`src/hw/rtl/flvp_pkg.sv`:
```
`timescale 1ns / 1ps
// Shared types for the FLV tag stream parser: input and result words.
package flvp_pkg;

	typedef struct packed {
		logic [7:0] data_byte;
		logic       file_start;
	} in_word_t;

	typedef struct packed {
		logic        kind;
		logic [7:0]  tag_type;
		logic [1:0]  type_class;
		logic [31:0] size_value;
		logic [23:0] timestamp;
		logic [7:0]  timestamp_ext;
		logic        first_byte_valid;
		logic [3:0]  high_nibble;
		logic [3:0]  low_nibble;
		logic [7:0]  version;
		logic [7:0]  flags;
		logic        signature_ok;
	} out_word_t;

	localparam logic KIND_HEADER = 1'b0;
	localparam logic KIND_TAG    = 1'b1;

	localparam logic [1:0] CLASS_AUDIO   = 2'd0;
	localparam logic [1:0] CLASS_VIDEO   = 2'd1;
	localparam logic [1:0] CLASS_SCRIPT  = 2'd2;
	localparam logic [1:0] CLASS_UNKNOWN = 2'd3;

	localparam logic [7:0] TAG_AUDIO  = 8'h08;
	localparam logic [7:0] TAG_VIDEO  = 8'h09;
	localparam logic [7:0] TAG_SCRIPT = 8'h12;

endpackage

```
`src/hw/rtl/flvp_stream_if.sv`:
```
`timescale 1ns / 1ps
// Valid/ready stream channel carrying one word of a given payload type.
interface flvp_stream_if #(
	parameter type T = logic
);
	logic valid;
	logic ready;
	T     data;

	modport source (output valid, output data, input ready);
	modport sink (input valid, input data, output ready);
endinterface

```
`src/hw/rtl/flv_tag_stream_parser.sv`:
```
`timescale 1ns / 1ps
// Each byte is held in the input register, parsed, and its result word, if any,
// is stored in the result register. One byte is accepted per cycle while no
// result word is stalled; a stalled result word holds back only a byte that
// would produce another result.
// Reset (arst_n low) returns to the file header phase and empties both registers.
// Top level of the FLV tag stream parser.
module flv_tag_stream_parser
	import flvp_pkg::*;
(
	input logic           clk,
	input logic           arst_n,
	flvp_stream_if.sink   in_ch,
	flvp_stream_if.source out_ch
);

	logic      in_v_s1;
	in_word_t  in_s1;
	logic      produce;
	out_word_t result;
	logic      out_v_q;
	out_word_t out_q;
	logic      out_free;
	logic      advance;

	assign out_free    = !out_v_q || out_ch.ready;
	// A byte that yields no result may move on even while the result register is full.
	assign advance     = in_v_s1 && (!produce || out_free);
	assign in_ch.ready = !in_v_s1 || advance;

	flvp_parser u_parser (
		.clk     (clk),
		.arst_n  (arst_n),
		.step    (advance),
		.word    (in_s1),
		.produce (produce),
		.result  (result)
	);

	always_ff @(posedge clk or negedge arst_n) begin
		if (!arst_n) begin
			in_v_s1 <= 1'b0;
		end else if (in_ch.valid && in_ch.ready) begin
			in_v_s1 <= 1'b1;
		end else if (advance) begin
			in_v_s1 <= 1'b0;
		end
	end

	always_ff @(posedge clk) begin
		if (in_ch.valid && in_ch.ready) begin
			in_s1 <= in_ch.data;
		end
	end

	always_ff @(posedge clk or negedge arst_n) begin
		if (!arst_n) begin
			out_v_q <= 1'b0;
		end else if (advance && produce) begin
			out_v_q <= 1'b1;
		end else if (out_ch.ready) begin
			out_v_q <= 1'b0;
		end
	end

	always_ff @(posedge clk) begin
		if (advance && produce) begin
			out_q <= result;
		end
	end

	assign out_ch.valid = out_v_q;
	assign out_ch.data  = out_q;

endmodule

```
`src/hw/rtl/flvp_parser.sv`:
```
`timescale 1ns / 1ps
// Byte-level parse state machine: header check, tag header capture and skipping.
module flvp_parser
	import flvp_pkg::*;
(
	input  logic      clk,
	input  logic      arst_n,
	input  logic      step,
	input  in_word_t  word,
	output logic      produce,
	output out_word_t result
);

	localparam logic [2:0] PH_HEADER = 3'd0;
	localparam logic [2:0] PH_HSKIP  = 3'd1;
	localparam logic [2:0] PH_PREV   = 3'd2;
	localparam logic [2:0] PH_TAG    = 3'd3;
	localparam logic [2:0] PH_FIRST  = 3'd4;
	localparam logic [2:0] PH_SKIP   = 3'd5;

	logic [2:0]  phase_q, phase_d, ph;
	logic [3:0]  idx_q, idx_d, idx;
	logic        sig_q, sig_d, sig;
	logic [39:0] shift_q, shift_d, shift;
	logic [31:0] rem_q, rem_d;
	logic [7:0]  type_q, type_d;
	logic [23:0] size_q, size_d;
	logic [31:0] ts_q, ts_d;
	logic [7:0]  b;
	logic [31:0] hsize;
	logic [23:0] size_m1;
	logic [1:0]  cls;
	out_word_t   tag_res;

	assign b       = word.data_byte;
	assign hsize   = {shift[23:0], b};
	assign size_m1 = size_q - 24'd1;

	always_comb begin
		case (type_q)
			TAG_AUDIO:  cls = CLASS_AUDIO;
			TAG_VIDEO:  cls = CLASS_VIDEO;
			TAG_SCRIPT: cls = CLASS_SCRIPT;
			default:    cls = CLASS_UNKNOWN;
		endcase
	end

	always_comb begin
		tag_res               = '0;
		tag_res.kind          = KIND_TAG;
		tag_res.tag_type      = type_q;
		tag_res.type_class    = cls;
		tag_res.size_value    = {8'd0, size_q};
		tag_res.timestamp     = ts_q[23:0];
		tag_res.timestamp_ext = ts_q[31:24];
	end

	always_comb begin
		// A file start byte is parsed as header byte zero from a fresh state.
		ph    = word.file_start ? PH_HEADER : phase_q;
		idx   = word.file_start ? 4'd0 : idx_q;
		sig   = word.file_start ? 1'b1 : sig_q;
		shift = word.file_start ? 40'd0 : shift_q;

		phase_d = ph;
		idx_d   = idx;
		sig_d   = sig;
		shift_d = shift;
		rem_d   = rem_q;
		type_d  = type_q;
		size_d  = size_q;
		ts_d    = ts_q;
		produce = 1'b0;
		result  = '0;

		case (ph)
			PH_HSKIP, PH_SKIP: begin
				if (rem_q == 32'd1) begin
					phase_d = PH_PREV;
					idx_d   = 4'd0;
				end else begin
					rem_d = rem_q - 32'd1;
				end
			end
			PH_PREV: begin
				if (idx == 4'd3) begin
					phase_d = PH_TAG;
					idx_d   = 4'd0;
				end else begin
					idx_d = idx + 4'd1;
				end
			end
			PH_TAG: begin
				case (idx)
					4'd0:                  type_d = b;
					4'd1, 4'd2, 4'd3:      size_d = {size_q[15:0], b};
					4'd4, 4'd5, 4'd6:      ts_d   = {8'd0, ts_q[15:0], b};
					4'd7:                  ts_d   = {b, ts_q[23:0]};
					default:               ;
				endcase
				if (idx == 4'd10) begin
					idx_d = 4'd0;
					if ((type_q == TAG_AUDIO || type_q == TAG_VIDEO) && size_q != 24'd0) begin
						phase_d = PH_FIRST;
					end else begin
						produce = 1'b1;
						result  = tag_res;
						rem_d   = {8'd0, size_q};
						phase_d = (size_q == 24'd0) ? PH_PREV : PH_SKIP;
					end
				end else begin
					idx_d = idx + 4'd1;
				end
			end
			PH_FIRST: begin
				produce                 = 1'b1;
				result                  = tag_res;
				result.first_byte_valid = 1'b1;
				result.high_nibble      = b[7:4];
				result.low_nibble       = b[3:0];
				rem_d                   = {8'd0, size_m1};
				idx_d                   = 4'd0;
				phase_d                 = (size_m1 == 24'd0) ? PH_PREV : PH_SKIP;
			end
			default: begin
				// Header phase: signature bytes, version, flags, then 32-bit size.
				if ((idx == 4'd0 && b != 8'h46) || (idx == 4'd1 && b != 8'h4C) ||
						(idx == 4'd2 && b != 8'h56)) begin
					sig_d = 1'b0;
				end
				shift_d = {shift[31:0], b};
				if (idx == 4'd8) begin
					produce             = 1'b1;
					result.kind         = KIND_HEADER;
					result.size_value   = hsize;
					result.version      = shift[39:32];
					result.flags        = shift[31:24];
					result.signature_ok = sig;
					idx_d               = 4'd0;
					rem_d               = hsize - 32'd9;
					phase_d             = (hsize > 32'd9) ? PH_HSKIP : PH_PREV;
				end else begin
					idx_d = idx + 4'd1;
				end
			end
		endcase
	end

	always_ff @(posedge clk or negedge arst_n) begin
		if (!arst_n) begin
			phase_q <= PH_HEADER;
			idx_q   <= 4'd0;
			sig_q   <= 1'b1;
			shift_q <= '0;
			rem_q   <= '0;
			type_q  <= '0;
			size_q  <= '0;
			ts_q    <= '0;
		end else if (step) begin
			phase_q <= phase_d;
			idx_q   <= idx_d;
			sig_q   <= sig_d;
			shift_q <= shift_d;
			rem_q   <= rem_d;
			type_q  <= type_d;
			size_q  <= size_d;
			ts_q    <= ts_d;
		end
	end

endmodule

```
`src/flat_wrapper.sv`:
```
// flat-port wrapper written by rule: the top's interface ports become plain ports
module flv_tag_stream_parser_flat import flvp_pkg::*;
  (clk, arst_n, in_ch_valid, in_ch_data, in_ch_ready, out_ch_valid, out_ch_data, out_ch_ready);
  flvp_stream_if #(.T(in_word_t)) in_ch_i ();
  flvp_stream_if #(.T(out_word_t)) out_ch_i ();
  input logic clk;
  input logic arst_n;
  input wire logic [$bits(in_ch_i.valid)-1:0] in_ch_valid;
  input wire logic [$bits(in_ch_i.data)-1:0] in_ch_data;
  output wire logic [$bits(in_ch_i.ready)-1:0] in_ch_ready;
  output wire logic [$bits(out_ch_i.valid)-1:0] out_ch_valid;
  output wire logic [$bits(out_ch_i.data)-1:0] out_ch_data;
  input wire logic [$bits(out_ch_i.ready)-1:0] out_ch_ready;
  assign in_ch_i.valid = in_ch_valid;
  assign in_ch_i.data = in_ch_data;
  assign in_ch_ready = in_ch_i.ready;
  assign out_ch_valid = out_ch_i.valid;
  assign out_ch_data = out_ch_i.data;
  assign out_ch_i.ready = out_ch_ready;
  flv_tag_stream_parser u_core (.clk(clk), .arst_n(arst_n), .in_ch(in_ch_i), .out_ch(out_ch_i));
endmodule
```
`config.mk`:
```
export PLATFORM = sky130hd
export DESIGN_NAME = flv_tag_stream_parser_flat
export DESIGN_NICKNAME = d
export VERILOG_FILES = /design/src/hw/rtl/flvp_pkg.sv /design/src/hw/rtl/flvp_stream_if.sv /design/src/hw/rtl/flv_tag_stream_parser.sv /design/src/hw/rtl/flvp_parser.sv /design/src/flat_wrapper.sv
export SDC_FILE = /design/constraint.sdc
export NUM_CORES = 1
export LEC_CHECK = 0
export BUFFER_PORTS_ARGS = -buffer_cell sky130_fd_sc_hd__buf_2
export CAP_MARGIN = 10
export CORE_MARGIN = 5
export CORE_UTILIZATION = 57
export DETAILED_ROUTE_END_ITERATION = 10
export PLACE_DENSITY = 0.77
export SLEW_MARGIN = 20
export SYNTH_ARGS = -nofsm -noshare
export SYNTH_HDL_FRONTEND = slang
export SYNTH_SLANG_ARGS = --single-unit
```
`constraint.sdc`:
```
create_clock -name clk -period 21.8 [get_ports clk]
set_clock_uncertainty 0.05 [all_clocks]
set_input_delay 3.27 -clock clk [delete_from_list [all_inputs] [get_ports clk]]
set_output_delay 3.27 -clock clk [all_outputs]
set_load 0.01 [all_outputs]
```
==> results of run 1 <==
==> layout make-up <==
type	count	area [um2]
fill	1776	7870
inverter	26	97.6
timing repair buffer	136	739
clock buffer	36	761
sequential	256	6960
tap	285	357
clock inverter	16	194
multi-input combinational	922	5670
==> how the worst max path moves through the flow <==
stage,start,to
2_1_floorplan,out_ch_ready,u_core.out_ch.data[0]$_SDFFCE_PP0P_
6_report,out_ch_ready,in_ch_ready
5_1_grt,u_core.in_s1[0]$_DFFE_PP_,in_ch_ready
4_1_cts,out_ch_ready,in_ch_ready
3_3_place_gp,out_ch_ready,in_ch_ready
3_5_place_dp,out_ch_ready,in_ch_ready
==> power by group <==
part	internal [uW]	switching [uW]	leakage (uW)	total, uW
Combinational	159	277	0.00246	437
Sequential	583	117	0.00298	700
Clock	294	193	0.000470	487
==> state kept, by name, summed over array words and instances (netlist names) <==
signal	cells
u_core.u_parser.rem_q	32
u_core.u_parser.size_q	24
u_core.in_v_s1	1
u_core.u_parser.type_q	8
u_core.u_parser.idx_q	4
u_core.u_parser.ts_q	32
u_core.out_ch.valid	1
u_core.in_s1	9
u_core.u_parser.shift_q	40
u_core.u_parser.phase_q	3
u_core.u_parser.sig_q	1
u_core.out_ch.data	101
==> logic make-up (layout without fill, tap and decap cells) <==
family / Yosys count / after routing / share of synthesized area [%]
compound gates: 394 / 394 / 19.3
mux: 36 / 36 / 3.08
flops: 256 / 256 / 53.0
simple gates: 460 / 460 / 18.1
xor+xnor: 19 / 19 / 1.27
fa+ha+maj: 13 / 13 / 1.24
buf+inv: 128 / 214 / 4.08
==> layer usage <==
metal	vias to the layer above	track usage [%]
li1	4938	-
met4	0	9.27
met3	100	3.91
met5	-	0
met1	5306	38.4
met2	530	42.7
==> worst max-delay path: stages <==
cell and delay, ps:
buf_2 100, nand2b_1 180, a21o_1 220, or3_1 370
buf_2 160
==> per-stage QoR <==
| stage | util, % | instances | hold slack (ps) |
|---|---|---|---|
| final | 65.3 | 1677 | 420 |
| after global routing | 65.3 | 1677 | 462 |
| after CTS | 65.2 | 1677 | 426 |
| after detailed placement | 61.0 | 1625 | 413 |
| after global placement | 61.0 | 1625 | 404 |
| after floorplan | - | 1306 | 391 |
==> placed cells by master (no fill, tap or decap), drive strengths merged, types with 7 or more instances in the layout <==
master	netlist	routed
clkbuf	75	36
dfrtp	145	145
xnor2	12	12
ha	13	13
a221oi	7	7
or4	15	15
o22ai	11	11
inv	26	27
nor2	91	91
a21o	9	9
buf	27	136
a31oi	10	10
and2	71	71
mux2	35	35
o211ai	9	9
a21oi	60	60
or3	12	12
xor2	7	7
a22oi	32	32
clkinv	0	11
a22o	29	29
edfxtp	110	110
nor4	16	16
nor3	36	36
nor2b	8	8
nand2b	7	7
nand3	25	25
o21ai	161	161
nand2	136	136
nand4	9	9
==> flow_metrics.env, run 1 <==
export IMPL_ys_seq_area_share_pct=53.0
export IMPL_rsz0062_at_grt="no"
export IMPL_hp_class="reg2reg"
export IMPL_setup_ws_ps=14170
export IMPL_dr_wl_met2_um=16700
export IMPL_core_um2=22600
export IMPL_cts_tree="yes"
export IMPL_clkLatencyLatePin_ps=550
export IMPL_cp_end_kind="primary output"
export IMPL_critPathLaunchType="primary input"
export IMPL_post_drt_wl_per_cell_um=21.4
export IMPL_placementRows=55
export IMPL_max_clock_freq_mhz=131
export IMPL_reg2reg_from="u_core.in_s1[0]$_DFFE_PP_"
export IMPL_setup_viol=0
export IMPL_cts_buffers=28
export IMPL_fin_crit_ps=7630
export IMPL_drive_gt1_share_pct=17.3
export IMPL_post_cts_buffers=0
export IMPL_whs_endpoint="u_core.u_parser.ts_q[17]$_DFFE_PN0P_"
export IMPL_synth_edf_count=110
export IMPL_drtPass1Iterations=6
export IMPL_vias=10900
export IMPL_synth_area_leaders="dfrtp_1 28%, edfxtp_1 25%, o21ai_0 5.7%, nand2_1 3.9%, and2_1 3.3%"
export IMPL_port_buffers=115
export IMPL_met1_length_um=14900
export IMPL_antenna_found_initial=0
export IMPL_diodes=0
export IMPL_ctsRootBufferMaster="clkbuf_16"
export IMPL_yosys_register_bits=256
export IMPL_top_layer_used="met4"
export IMPL_ant_nets=0
export IMPL_setup_tns_ps=0
export IMPL_peakVddDrop_mv=0.122
export IMPL_finalPower_uw=1620
export IMPL_globalRouteTotalUtil_pct=26.9
export IMPL_path_clk_slew_ps=60
export IMPL_synth_common_cells="150 x o21ai_0, 145 x dfrtp_1, 136 x nand2_1"
export IMPL_grt_pass1_wl_um=56900
export IMPL_fin_crit_sh_pct=35.0
export IMPL_worst_pin_slew_ps=927
export IMPL_dp_slack_ps=14160
export IMPL_synth_largest_area_cell="dfrtp_1"
export IMPL_outcome="complete, no violations"
export IMPL_ff2ff_setup_slack_ps=16540
export IMPL_routabilityCongestion=0.927
export IMPL_ys_types=81
export IMPL_cp_required_ps=18480
export IMPL_cts_resized=0
export IMPL_leakagePower_uw=0.00591
export IMPL_place_area_um2=13800
export IMPL_die_area_um2=26200
export IMPL_avgSynthCellArea_um2=10.0
export IMPL_gr_total_overflow=0
export IMPL_grt_max_degree=91
export IMPL_cts_hold_buf=0
export IMPL_dp_hpwl_um=23500
export IMPL_area_delta_synth_final_pct=12.6
export IMPL_drt_iter0_markers=1307
export IMPL_final_nets=1396
export IMPL_stdcell_area_um2=14800
export IMPL_synth_top_cell_area_share_pct=27.7
export IMPL_cp_arrival_ps=4310
export IMPL_vias_per_cell=6.48
export IMPL_cts_max_level=1
export IMPL_hold_depth=2
export IMPL_path_class="in2out"
export IMPL_drc=0
export IMPL_power_density_nw_per_um2=110
export IMPL_io_pins=116
export IMPL_start_util_pct=58.0
export IMPL_worstHoldStart="u_core.u_parser.ts_q[17]$_DFFE_PN0P_"
export IMPL_synth_async_reset_ratio_pct=57.0
export IMPL_syn_area_um2=13100
export IMPL_hold_violations=0
export IMPL_die_w_um=162
export IMPL_routed_wl_um=35800
export IMPL_synth_most_common_cell="o21ai_0"
export IMPL_synth_nets=1332
export IMPL_maxCapViolations=0
export IMPL_clock_sinks=256
export IMPL_finalMaxSlewViolations=0
export IMPL_cp_max_fo=4
export IMPL_clk_path_buf_depth=3
export IMPL_fp_dieH_um=162
export IMPL_synthCells=1306
export IMPL_ys_flop_type="dfrtp_1"
export IMPL_r2r_end="u_core.out_ch.data[83]$_DFFE_PP_"
export IMPL_reg2regPathDepth=12
export IMPL_wl_met3_um=3020
export IMPL_grt_pass1_vias=10200
export IMPL_synth_warnings=0
export IMPL_slew_headroom_pct=37.6
No activity file was read; power rests on OpenSTA's default activity.
==> inputs of run 2 (changes only) <==
--- a/config.mk
+++ b/config.mk
@@ -5,10 +5,11 @@
 export SDC_FILE = /design/constraint.sdc
 export NUM_CORES = 1
 export LEC_CHECK = 0
+export ABC_AREA = 1
 export BUFFER_PORTS_ARGS = -buffer_cell sky130_fd_sc_hd__buf_2
 export CAP_MARGIN = 10
 export CORE_MARGIN = 5
-export CORE_UTILIZATION = 57
+export CORE_UTILIZATION = 55
 export DETAILED_ROUTE_END_ITERATION = 10
 export PLACE_DENSITY = 0.77
 export SLEW_MARGIN = 20
==> constraint.sdc (replaced) <==
create_clock -name clk -period 6.6 [get_ports clk]
set_clock_uncertainty 0.05 [all_clocks]
set_input_delay 0.99 -clock clk [delete_from_list [all_inputs] [get_ports clk]]
set_output_delay 0.99 -clock clk [all_outputs]
set_load 0.01 [all_outputs]
==> flow_metrics.env, run 2 <==
export IMPL_largest_reg_flops=101
export IMPL_grt_max_degree=86
export IMPL_area_delta_synth_final_pct=12.4
export IMPL_ant_nets=0
export IMPL_layout_common_cells="465 x nand2_1, 301 x nor2_1, 177 x inv_1"
export IMPL_cp_end_kind="primary output"
export IMPL_synth_warnings=0
export IMPL_synth_largest_area_cell="dfrtp_1"
export IMPL_worst_pin_slew_ps=1020
export IMPL_grt_pass1_vias=11500
export IMPL_fin_crit_ps=5100
export IMPL_dp_hpwl_um=28000
export IMPL_grt_pass1_wl_um=62700
export IMPL_cts_resized=0
export IMPL_core_um2=24300
export IMPL_die_area_um2=28000
export IMPL_ys_flop_type="dfrtp_1"
export IMPL_port_buffers=115
export IMPL_cp_max_fo=53
export IMPL_ys_seq_area_share_pct=51.1
export IMPL_antenna_found_initial=0
export IMPL_grtUsageMet2_pct=44.0
export IMPL_drc=0
export IMPL_cpPeakStageDelay_ps=670
export IMPL_ys_types=48
export IMPL_diodes=0
export IMPL_met1_usage_pct=39.3
export IMPL_crit_cells=10
export IMPL_post_cts_buffers=0
export IMPL_path_class="reg2out"
export IMPL_cp_required_ps=5560
export IMPL_critPathLaunchType="register"
export IMPL_drtPass1Iterations=5
export IMPL_clk_path_buf_depth=3
export IMPL_use_met3_pct=4.10
export IMPL_cts_hold_buf=0
export IMPL_maxCapViolations=0
export IMPL_vias_per_cell=5.69
export IMPL_hold_violations=0
export IMPL_clock_sinks=256
export IMPL_hold_depth=2
export IMPL_final_nets=1867
export IMPL_syn_area_um2=13600
export IMPL_yosys_register_bits=256
export IMPL_nFillCells=2143
export IMPL_worst_path_dominant_cell_family="simple AND/OR/NAND/NOR gates"
export IMPL_cts_tree="yes"
export IMPL_cts_buffers=28
export IMPL_synthCells=1751
export IMPL_clkLatencyLatePin_ps=550
export IMPL_synth_area_leaders="dfrtp_1 27%, edfxtp_1 24%, nand2_1 13%, nor2_1 8.3%, inv_1 4.9%"
export IMPL_start_util_pct=56.0
export IMPL_io_pins=116
export IMPL_leakagePower_uw=0.00691
export IMPL_busiest_layer="met2"
export IMPL_synth_nets=1777
export IMPL_cp_cell_sequence="inv_2 > nand2_1 > inv_2 > o21ai_4 > nand2_4 > inv_4 > nand2_4 > nand3_2 > nand3_1 > buf_2"
export IMPL_slew_headroom_pct=31.7
export IMPL_power_density_nw_per_um2=388
export IMPL_setup_viol=0
export IMPL_avgSynthCellArea_um2=7.78
export IMPL_cp_buffers_inverters=4
export IMPL_die_w_um=167
export IMPL_fp_dieH_um=167
export IMPL_synth_top_cell_area_share_pct=26.6
export IMPL_reg2regPathDepth=14
export IMPL_synth_most_common_cell="nand2_1"
export IMPL_cp_arrival_ps=4060
export IMPL_hp_class="reg2reg"
export IMPL_finalMaxSlewViolations=0
export IMPL_fin_crit_sh_pct=77.3
export IMPL_finalPower_uw=5940
export IMPL_drive_gt1_share_pct=10.5
export IMPL_synth_edf_count=110
export IMPL_routabilityCongestion=0.967
export IMPL_ctsRootBufferMaster="clkbuf_16"
export IMPL_post_drt_wl_per_cell_um=18.1
export IMPL_layout_commonest_cell="nand2_1"
export IMPL_vias=12500
export IMPL_rsz0062_at_grt="no"
export IMPL_synth_common_cells="465 x nand2_1, 301 x nor2_1, 179 x inv_1"
export IMPL_synth_async_reset_ratio_pct=57.0
export IMPL_routed_wl_um=39600
export IMPL_outcome="complete, no violations"
export IMPL_globalRouteTotalUtil_pct=27.7
export IMPL_path_clk_slew_ps=60
export IMPL_hold_slack_ps=433
export IMPL_placementRows=57
export IMPL_gr_total_overflow=0
export IMPL_cpMaxStageDelayCell="edfxtp_1"
export IMPL_max_clock_freq_mhz=196
export IMPL_setup_tns_ps=0
export IMPL_peakVddDrop_mv=0.262
export IMPL_cts_max_level=1
export IMPL_drt_iter0_markers=1528
==> run 2: changes by cell type after synthesis, moves of 29 or more <==
cell      previous run  this run
inv_1               26       179
mux2_2              35         0
a22o_1              29         0
nand2_1            136       465
clkbuf_1            75        31
o21ai_1             10        68
nand3_1             24        82
o21ai_0            150       120
nor2_1              90       301
and2_1              70         1
==> run 2: where the power goes <==
part | total (uW) | internal, uW | switching [uW]
combinational | 2230 | 648 | 1580
sequential | 2170 | 1940 | 232
clock | 1540 | 884 | 652
==> run 2: cells by family (layout without fill, tap and decap cells) <==
family / after synthesis / after routing / synth area share (%)
simple gates: 918 / 918 / 27.4
compound gates: 297 / 297 / 12.1
flops: 256 / 256 / 51.1
buf+inv: 256 / 368 / 7.51
fa+ha+maj: 13 / 13 / 1.19
xor+xnor: 11 / 11 / 0.707
==> run 2: stage by stage <==
stage	util [%]	setup WS [ps]	cell area (um2)	instances
final	62.9	1500	15300	2187
after global routing	62.9	1200	15300	2187
after CTS	62.9	1520	15300	2187
after detailed placement	59.2	1670	14400	2135
after global placement	59.2	1800	14400	2135
after floorplan	-	1960	13600	1751
==> run 2: final cells by class <==
cell class                      count  area (um2)  share of cell area [%]
Multi-Input combinational cell   1239        5640                    36.9
Clock inverter                     17         146                   0.957
Timing Repair Buffer              125         682                    4.46
Sequential cell                   256        6960                    45.5
Clock buffer                       35         748                    4.89
Tap cell                          324         405                    2.65
Inverter                          191         723                    4.73
==> run 2: path summary, 6_finish.rpt <==
| check | start | end | slack, ps |
|---|---|---|---|
| max | u_core.in_s1[0]$_DFFE_PP_ | in_ch_ready | 1500 |
| min | u_core.u_parser.shift_q[7]$_DFFE_PN0P_ | u_core.u_parser.shift_q[7]$_DFFE_PN0P_ | 430 |
| max reg2reg | u_core.in_s1[0]$_DFFE_PP_ | u_core.out_ch.data[96]$_DFFE_PP_ | 1660 |
| min reg2reg | u_core.u_parser.shift_q[7]$_DFFE_PN0P_ | u_core.u_parser.shift_q[7]$_DFFE_PN0P_ | 430 |
| max in group asynchronous | arst_n | u_core.u_parser.ts_q[9]$_DFFE_PN0P_ | 4720 |
| min in group asynchronous | arst_n | u_core.u_parser.rem_q[27]$_DFFE_PN0P_ | 460 |
==> run 2: worst min-delay path, stage by stage (launching register included) <==
cell and delay [ps]:
dfrtp_1 340, nand2_1 50, o31ai_1 50
==> run 2: metal layers <==
metal | vias to the layer above | routed length (um) | share of wire, %
li1 | 5915 | - | -
met5 | - | 0 | 0
met1 | 5813 | 16400 | 41
met3 | 97 | 3520 | 8.9
met4 | 0 | 1500 | 3.8
met2 | 628 | 18100 | 46
